$ cat src/rtl/tiap_pkg.sv
`timescale 1ns / 1ps

package tiap_pkg;

    // Width of the internal saturating counters
    localparam int COUNT_WIDTH = 16;
    localparam int REPORT_WIDTH = 16;

    localparam logic [7:0] CMD_IAC  = 8'd255;
    localparam logic [7:0] CMD_DONT = 8'd254;
    localparam logic [7:0] CMD_DO   = 8'd253;
    localparam logic [7:0] CMD_WONT = 8'd252;
    localparam logic [7:0] CMD_WILL = 8'd251;
    localparam logic [7:0] CMD_SB   = 8'd250;
    localparam logic [7:0] CMD_SE   = 8'd240;

    typedef enum logic [2:0] {
        PH_NORMAL = 3'd0,
        PH_IAC    = 3'd1,
        PH_VERB   = 3'd2,
        PH_SBOPT  = 3'd3,
        PH_SBDATA = 3'd4,
        PH_SBIAC  = 3'd5
    } phase_t;

    typedef enum logic [2:0] {
        KIND_NONE    = 3'd0,
        KIND_DATA    = 3'd1,
        KIND_OPTION  = 3'd2,
        KIND_SUBBYTE = 3'd3,
        KIND_SUBEND  = 3'd4
    } kind_t;

    typedef enum logic [1:0] {
        VERB_WILL = 2'd0,
        VERB_WONT = 2'd1,
        VERB_DO   = 2'd2,
        VERB_DONT = 2'd3
    } verb_t;

    typedef logic [COUNT_WIDTH-1:0] count_t;

    typedef struct packed {
        logic [7:0] rx_byte;
        logic       buffer_last;
    } rx_item_t;

    typedef struct packed {
        kind_t                   result_kind;
        logic [7:0]              out_byte;
        logic [1:0]              verb;
        logic [7:0]              sub_option;
        logic [REPORT_WIDTH-1:0] sub_length;
        logic                    buffer_end;
        logic [REPORT_WIDTH-1:0] kept_count;
    } res_item_t;

    // Classified beat handed from front to back
    typedef struct packed {
        kind_t      kind;
        logic [7:0] obyte;
        logic [1:0] verb;
        logic [7:0] sopt;
        logic       pay_clr;
        logic       last;
    } cls_t;

    function automatic count_t sat_inc(input count_t v);
        return (v == {COUNT_WIDTH{1'b1}}) ? v : v + count_t'(1);
    endfunction

    function automatic logic [REPORT_WIDTH-1:0] clamp_report(input count_t v);
        logic [COUNT_WIDTH+REPORT_WIDTH-1:0] ext;
        logic [COUNT_WIDTH+REPORT_WIDTH-1:0] lim;
        ext = {{REPORT_WIDTH{1'b0}}, v};
        lim = {{COUNT_WIDTH{1'b0}}, {REPORT_WIDTH{1'b1}}};
        return (ext > lim) ? {REPORT_WIDTH{1'b1}} : ext[REPORT_WIDTH-1:0];
    endfunction

endpackage

$ cat src/rtl/tiap_front.sv
`timescale 1ns / 1ps

module tiap_front (
    input  logic              clk,
    input  logic              rst_n,
    input  logic              rx_valid,
    output logic              rx_ready,
    input  tiap_pkg::rx_item_t rx_item,
    output logic              push,
    output tiap_pkg::cls_t    push_data,
    input  logic              full
);
    import tiap_pkg::*;

    phase_t     phase_reg, phase_next;
    logic [1:0] verb_reg, verb_next;
    logic [7:0] opt_reg, opt_next;
    logic [7:0] b;

    assign rx_ready = !full;
    assign push     = rx_valid && rx_ready;
    assign b        = rx_item.rx_byte;

    always_ff @(posedge clk or negedge rst_n)
    begin
        if (!rst_n)
        begin
            phase_reg <= PH_NORMAL;
            verb_reg  <= 2'd0;
            opt_reg   <= 8'd0;
        end
        else if (push)
        begin
            phase_reg <= phase_next;
            verb_reg  <= verb_next;
            opt_reg   <= opt_next;
        end
    end

    always_comb
    begin
        phase_next        = PH_NORMAL;
        verb_next         = verb_reg;
        opt_next          = opt_reg;
        push_data.kind    = KIND_NONE;
        push_data.obyte   = 8'd0;
        push_data.verb    = 2'd0;
        push_data.sopt    = 8'd0;
        push_data.pay_clr = 1'b0;
        push_data.last    = rx_item.buffer_last;
        case (phase_reg)
            PH_IAC:
            begin
                if (b == CMD_IAC)
                begin
                    push_data.kind  = KIND_DATA;
                    push_data.obyte = CMD_IAC;
                end
                else if (b == CMD_WILL)
                begin
                    verb_next  = VERB_WILL;
                    phase_next = PH_VERB;
                end
                else if (b == CMD_WONT)
                begin
                    verb_next  = VERB_WONT;
                    phase_next = PH_VERB;
                end
                else if (b == CMD_DO)
                begin
                    verb_next  = VERB_DO;
                    phase_next = PH_VERB;
                end
                else if (b == CMD_DONT)
                begin
                    verb_next  = VERB_DONT;
                    phase_next = PH_VERB;
                end
                else if (b == CMD_SB)
                begin
                    phase_next = PH_SBOPT;
                end
            end
            PH_VERB:
            begin
                push_data.kind  = KIND_OPTION;
                push_data.obyte = b;
                push_data.verb  = verb_reg;
            end
            PH_SBOPT:
            begin
                opt_next          = b;
                push_data.pay_clr = 1'b1;
                phase_next        = PH_SBDATA;
            end
            PH_SBDATA:
            begin
                if (b == CMD_IAC)
                begin
                    phase_next = PH_SBIAC;
                end
                else
                begin
                    push_data.kind  = KIND_SUBBYTE;
                    push_data.obyte = b;
                    push_data.sopt  = opt_reg;
                    phase_next      = PH_SBDATA;
                end
            end
            PH_SBIAC:
            begin
                if (b == CMD_IAC)
                begin
                    push_data.kind  = KIND_SUBBYTE;
                    push_data.obyte = CMD_IAC;
                    push_data.sopt  = opt_reg;
                    phase_next      = PH_SBDATA;
                end
                else if (b == CMD_SE)
                begin
                    push_data.kind = KIND_SUBEND;
                    push_data.sopt = opt_reg;
                end
            end
            default:
            begin
                if (b == CMD_IAC)
                begin
                    phase_next = PH_IAC;
                end
                else
                begin
                    push_data.kind  = KIND_DATA;
                    push_data.obyte = b;
                end
            end
        endcase
    end

endmodule

$ cat src/rtl/tiap_fifo.sv
`timescale 1ns / 1ps

module tiap_fifo (
    input  logic           clk,
    input  logic           rst_n,
    input  logic           push,
    input  tiap_pkg::cls_t push_data,
    output logic           full,
    input  logic           pop,
    output tiap_pkg::cls_t pop_data,
    output logic           not_empty
);
    import tiap_pkg::*;

    cls_t       mem [2];
    logic       wr_ptr_reg;
    logic       rd_ptr_reg;
    logic [1:0] count_reg;

    assign full      = (count_reg == 2'd2);
    assign not_empty = (count_reg != 2'd0);
    assign pop_data  = mem[rd_ptr_reg];

    always_ff @(posedge clk)
    begin
        if (push)
        begin
            mem[wr_ptr_reg] <= push_data;
        end
    end

    always_ff @(posedge clk or negedge rst_n)
    begin
        if (!rst_n)
        begin
            wr_ptr_reg <= 1'b0;
            rd_ptr_reg <= 1'b0;
            count_reg  <= 2'd0;
        end
        else
        begin
            if (push)
            begin
                wr_ptr_reg <= !wr_ptr_reg;
            end
            if (pop)
            begin
                rd_ptr_reg <= !rd_ptr_reg;
            end
            if (push && !pop)
            begin
                count_reg <= count_reg + 2'd1;
            end
            else if (pop && !push)
            begin
                count_reg <= count_reg - 2'd1;
            end
        end
    end

endmodule

$ cat src/rtl/tiap_back.sv
`timescale 1ns / 1ps

module tiap_back (
    input  logic                clk,
    input  logic                rst_n,
    input  logic                not_empty,
    input  tiap_pkg::cls_t      pop_data,
    output logic                pop,
    output logic                res_valid,
    input  logic                res_ready,
    output tiap_pkg::res_item_t res_item
);
    import tiap_pkg::*;

    count_t    pay_reg, pay_next;
    count_t    data_reg, data_next;
    count_t    data_inc;
    logic      valid_reg;
    res_item_t item_reg, item_next;

    assign pop       = not_empty && (!valid_reg || res_ready);
    assign res_valid = valid_reg;
    assign res_item  = item_reg;

    always_comb
    begin
        pay_next = pay_reg;
        if (pop_data.pay_clr)
        begin
            pay_next = '0;
        end
        else if (pop_data.kind == KIND_SUBBYTE)
        begin
            pay_next = sat_inc(pay_reg);
        end

        data_inc  = (pop_data.kind == KIND_DATA) ? sat_inc(data_reg) : data_reg;
        data_next = pop_data.last ? '0 : data_inc;

        item_next.result_kind = pop_data.kind;
        item_next.out_byte    = pop_data.obyte;
        item_next.verb        = pop_data.verb;
        item_next.sub_option  = pop_data.sopt;
        item_next.sub_length  = (pop_data.kind == KIND_SUBEND) ?
                                clamp_report(pay_reg) : '0;
        item_next.buffer_end  = pop_data.last;
        item_next.kept_count  = pop_data.last ? clamp_report(data_inc) : '0;
    end

    always_ff @(posedge clk)
    begin
        if (pop)
        begin
            item_reg <= item_next;
        end
    end

    always_ff @(posedge clk or negedge rst_n)
    begin
        if (!rst_n)
        begin
            pay_reg   <= '0;
            data_reg  <= '0;
            valid_reg <= 1'b0;
        end
        else
        begin
            if (pop)
            begin
                pay_reg   <= pay_next;
                data_reg  <= data_next;
                valid_reg <= 1'b1;
            end
            else if (res_ready)
            begin
                valid_reg <= 1'b0;
            end
        end
    end

endmodule

$ cat src/rtl/telnet_iac_parser.sv
`timescale 1ns / 1ps
// Telnet IAC parser: strips telnet commands from a received byte stream.
// rx channel (rx_valid/rx_ready/rx_item): one stream byte per beat, with
//   buffer_last marking the final byte of a received buffer.
// res channel (res_valid/res_ready/res_item): exactly one result beat per
//   rx beat, in order. result_kind tells data byte, option event,
//   subnegotiation byte, subnegotiation end, or nothing (command bytes).
// The front classifies each byte against the command phase and pushes the
//   classified beat into a two-entry queue; the back keeps the payload and
//   data counters and loads the output register.
// The rx beat is written into the queue when it is accepted; the back then
//   moves it into the output register, which drives res_valid.
// Throughput: one byte per cycle sustained while res_ready stays high, set by
//   the phase update in the front and the counter update in the back.
// Reset: phase, counters and queue are cleared; no result is pending.
// When the receiver stalls the output register holds, the queue fills and
//   rx_ready drops only once both queue entries are occupied.
module telnet_iac_parser (
    input  logic                clk,
    input  logic                rst_n,
    input  logic                rx_valid,
    output logic                rx_ready,
    input  tiap_pkg::rx_item_t  rx_item,
    output logic                res_valid,
    input  logic                res_ready,
    output tiap_pkg::res_item_t res_item
);
    import tiap_pkg::*;

    logic push;
    logic pop;
    logic full;
    logic not_empty;
    cls_t push_data;
    cls_t pop_data;

    // Classify bytes and track the command phase
    tiap_front u_front (
        .clk       (clk),
        .rst_n     (rst_n),
        .rx_valid  (rx_valid),
        .rx_ready  (rx_ready),
        .rx_item   (rx_item),
        .push      (push),
        .push_data (push_data),
        .full      (full)
    );

    // Decouple the two halves so either may stall
    tiap_fifo u_fifo (
        .clk       (clk),
        .rst_n     (rst_n),
        .push      (push),
        .push_data (push_data),
        .full      (full),
        .pop       (pop),
        .pop_data  (pop_data),
        .not_empty (not_empty)
    );

    // Count payload and data bytes, drive the result beat
    tiap_back u_back (
        .clk       (clk),
        .rst_n     (rst_n),
        .not_empty (not_empty),
        .pop_data  (pop_data),
        .pop       (pop),
        .res_valid (res_valid),
        .res_ready (res_ready),
        .res_item  (res_item)
    );

endmodule

$ cat config.mk
export PLATFORM = sky130hd
export DESIGN_NAME = telnet_iac_parser
export DESIGN_NICKNAME = d
export VERILOG_FILES = /design/src/rtl/tiap_pkg.sv /design/src/rtl/tiap_front.sv /design/src/rtl/tiap_fifo.sv /design/src/rtl/tiap_back.sv /design/src/rtl/telnet_iac_parser.sv
export SDC_FILE = /design/constraint.sdc
export NUM_CORES = 1
export LEC_CHECK = 0
export BUFFER_PORTS_ARGS = -buffer_cell sky130_fd_sc_hd__buf_2
export CAP_MARGIN = 30
export CORE_UTILIZATION = 51
export CTS_BUF_LIST = sky130_fd_sc_hd__clkbuf_4 sky130_fd_sc_hd__clkbuf_8
export CTS_CLUSTER_DIAMETER = 200
export DETAILED_ROUTE_END_ITERATION = 6
export GPL_TIMING_DRIVEN = 0
export MAX_ROUTING_LAYER = met4
export PLACE_DENSITY_LB_ADDON = 0.12
export SETUP_SLACK_MARGIN = 0.2
export SLEW_MARGIN = 10
export SYNTH_ARGS = -nofsm -noshare
export SYNTH_HDL_FRONTEND = slang
export SYNTH_HIERARCHICAL = 1
export SYNTH_SLANG_ARGS = --single-unit
export TNS_END_PERCENT = 20
$ cat constraint.sdc
create_clock -name clk -period 5 [get_ports clk]
set_clock_uncertainty 0.2 [all_clocks]
set_input_delay 1 -clock clk [delete_from_list [all_inputs] [get_ports clk]]
set_output_delay 1 -clock clk [all_outputs]
set_load 0.005 [all_outputs]
==> metrics.md <==
| Metric | Value |
|---|---|
| Layout cells sized above 1 | 0.257 |
| Number of max-cap violations | 0 |
| Post-synth EDFFs | 100 |
| Hold_sp | u_fifo/count_reg[1] |
| Post-CTS Resized | 0 |
| Reg-to-Reg Start | u_fifo/rd_ptr_reg |
| Final worst setup slack | around 1.9 ns |
| DP Wirelength | about 9200 µm |
| Antenna viol nets, final | 0 |
| Synth async-reset ratio | 0.333 |
| Initial antenna violation count | 0 |
| Worst-path fanout max | 10 |
| WHS | between 0.2 and 0.3 ns |
| Run status | finished clean |
| Kind of critical path | flop to flop |
| Area growth, synth to finish | 14.9% |
| Setup_tns | 0 ns |
| Ports | 69 |
| Starting Density | 0.527 |
| Yosys reg bits | 150 |
| Most used DFF post-synth | edfxtp_1 |
| WL/cell | roughly 16 µm |
| Post-Layout Cell Count | 817 |
| Largest net degree at the start of global routing | 40 |
| Dpl ws | roughly 1.6 ns |
| Cell variety after synth | 68 |
| CP arrival | around 3.3 ns |
| Vias per cell | roughly 5.6 |
| Die Ht | ~120 µm |
| Clk slew on worst S/H paths | roughly 0.08 ns |
| Startpoint types | flop |
| Core box area | about 0.013 mm² |
| Final period utilization | 0.625 |
| Hold_buf cts | 0 |
| CTS Buf Count | 17 |
| Worst Tran Pin Value | about 0.9 ns |
| Top area cells in the synthesized netlist | edfxtp_1 (43%), dfrtp_1 (18%), mux2_4 (5.8%) |
| Port bufs | 67 |
| Fmax | about 320 MHz |
| Max reg flops | 54 |
| First-pass GRT wire length | 21600 µm |
| Sequential area share after synthesis | 0.607 |
| Crit path capture type | flop |
| Rows | 42 |
| Number of synthesis warnings | 6 |
| Fillers | 1075 |
| RSZ-0062 raised after global routing | false |
| Die Width | approximately 120 µm |
| Root Driver | clkbuf_8 |
| Area leader, netlist | edfxtp_1 |
| Post-synth net total | ~560 |
| Ant diodes | 0 |
| Mapped Area | ~0.007 mm² |
| Setup bufs post-CTS | 0 |
| Req. time, crit path | just over 5 ns |
| Die area | approximately 0.014 mm² |
| Fin nets | roughly 650 |
| Vias in the first global route | between 4000 and 5000 |
| Final GP Congestion | about 0.92 |
| CTS tree | done |
| Maximum vdd ir drop | 0.317 mV |
| Clock Latency Late Sink | ~0.45 ns |
| Share of the synthesized area in the top cell type | 0.429 |
| Overflow after GRT | 0 |
| Drt initial violations | roughly 250 |
| Final Setup Violations | 0 |
| Critical path origin | u_fifo/rd_ptr_reg |
| Mean Syn Cell Area | 13.0 µm² |
| Final hold vios | 0 |
| Max clock buf depth | 2 |
| Max-slew headroom | 0.394 |
| Power density cells | 468 mW/mm² |
| Mapped Cells | approximately 540 |
| Final min period | 3.13 ns |
| CTS H-tree depth | 4 |
| Gr usage total | 0.204 |
| Routed wire length | 13200 µm |
| Pins Over Slew Limit | 0 |
| Hold Path Class | flop to flop |
| Pre-Repair DR Iteration Count | 5 |
| DRC viols | 0 |
| Pleak | approximately 3.2 nW |
| Clock sinks | 150 |
| Total power | about 3.8 mW |
| DR vias | around 4600 |
| # placed instances | 785 |
-- layer usage --
| metal | routed length [µm] | GRT usage | share of wire | vias to the layer above |
|---|---|---|---|---|
| li1 | - | - | - | 2200 |
| met1 | 5850 | 0.257 | 0.44 | 2216 |
| met2 | 6510 | 0.315 | 0.49 | 131 |
| met3 | 542 | 0.0436 | 0.041 | 24 |
| met4 | 300 | 0.0941 | 0.023 | 0 |
| met5 | 0 | - | 0 | - |
-- logic make-up (layout without fill, tap and decap cells) --
family / Yosys count / in the layout / share of synthesized area
and+or+nand+nor: 194 / 194 / 0.161
DFF: 150 / 150 / 0.607
AOI/OAI and AO/OA: 93 / 93 / 0.0936
buffers and inverters: 40 / 142 / 0.0322
muxes: 33 / 33 / 0.0672
xor gates and xnor gates: 25 / 25 / 0.0313
adders and majority gates: 4 / 4 / 0.00715
-- metrics by stage --
step            util  instance area, µm²
6_report       0.605                8040
5_1_grt        0.605                8040
4_1_cts        0.605                8040
3_5_place_dp   0.573                7620
3_3_place_gp   0.569                7560
2_1_floorplan      -                7000
-- final cells by class --
type,count,area [µm²],area share
multi-input cells,349,2530,0.315
well taps,176,220,0.0274
clock inverters,15,185,0.0230
plain buffers,28,184,0.0229
inverters,12,45.0,0.00560
repair buffers,70,390,0.0485
clock buffers,17,234,0.0291
flip-flops and latches,150,4250,0.529
-- cell usage after synthesis (4+ instances only) --
cell	n
a211oi_1	5
a21o_1	5
a21oi_1	18
a31oi_1	4
and2_1	26
and3_1	6
and4_1	7
buf_2	4
buf_6	4
clkbuf_1	15
dfrtp_1	50
edfxtp_1	100
ha_1	4
inv_1	8
mux2_2	4
mux2_4	27
nand2_1	30
nand3_1	17
nand4_1	11
nor2_1	41
nor2b_1	4
nor3_1	13
nor4_1	9
o21ai_0	21
o2bb2ai_1	8
o31ai_1	5
or4_1	4
xnor2_1	18
xor2_1	7
-- final timing paths --
| path | to | cells after the start | slack [ns] |
|---|---|---|---|
| max | u_back/pay_reg[9] | 8 | 1.87 |
| min reg2reg | u_fifo/count_reg[1] | 1 | 0.29 |
| max reg2reg | u_back/pay_reg[9] | 8 | 1.87 |
| min in group asynchronous | u_back/data_reg[10] | 1 | 0.36 |
| min | u_fifo/count_reg[1] | 1 | 0.29 |
| max in group asynchronous | u_back/pay_reg[13] | 2 | 3.67 |
-- power breakdown --
group          switching [mW]  total (mW)  internal, mW
combinational           0.568       0.996         0.428
clock                   0.442       0.978         0.537
sequential             0.0968        1.79          1.70
total                    1.11        3.77          2.66
-- critical path, cell delays in order, from the launching register on --
cell and delay, ns:
dfrtp_1 0.38, buf_6 0.14, buf_12 0.15, mux2_4 0.33
and3b_1 0.24, nand3_1 0.27, nor4_1 0.87, a31oi_1 0.20
a41o_1 0.23
-- cell usage in the layout (no fill, tap or decap), types with 5 or more instances in the layout --
cell         n
a21o_1       5
xnor2_1     18
nand3_1     17
xor2_1       7
nand4_1     11
edfxtp_1   100
o21ai_0     21
nand2_1     30
buf_2       71
nor3_1      13
clkbuf_8    17
and4_1       7
o31ai_1      5
clkinv_2     5
nor2_1      41
and3_1       6
mux2_4      27
clkbuf_1    14
inv_1        8
a21oi_1     18
and2_1      26
nor4_1       9
a211oi_1     5
o2bb2ai_1    8
dfrtp_1     50
(Power assumes the default switching activity.)
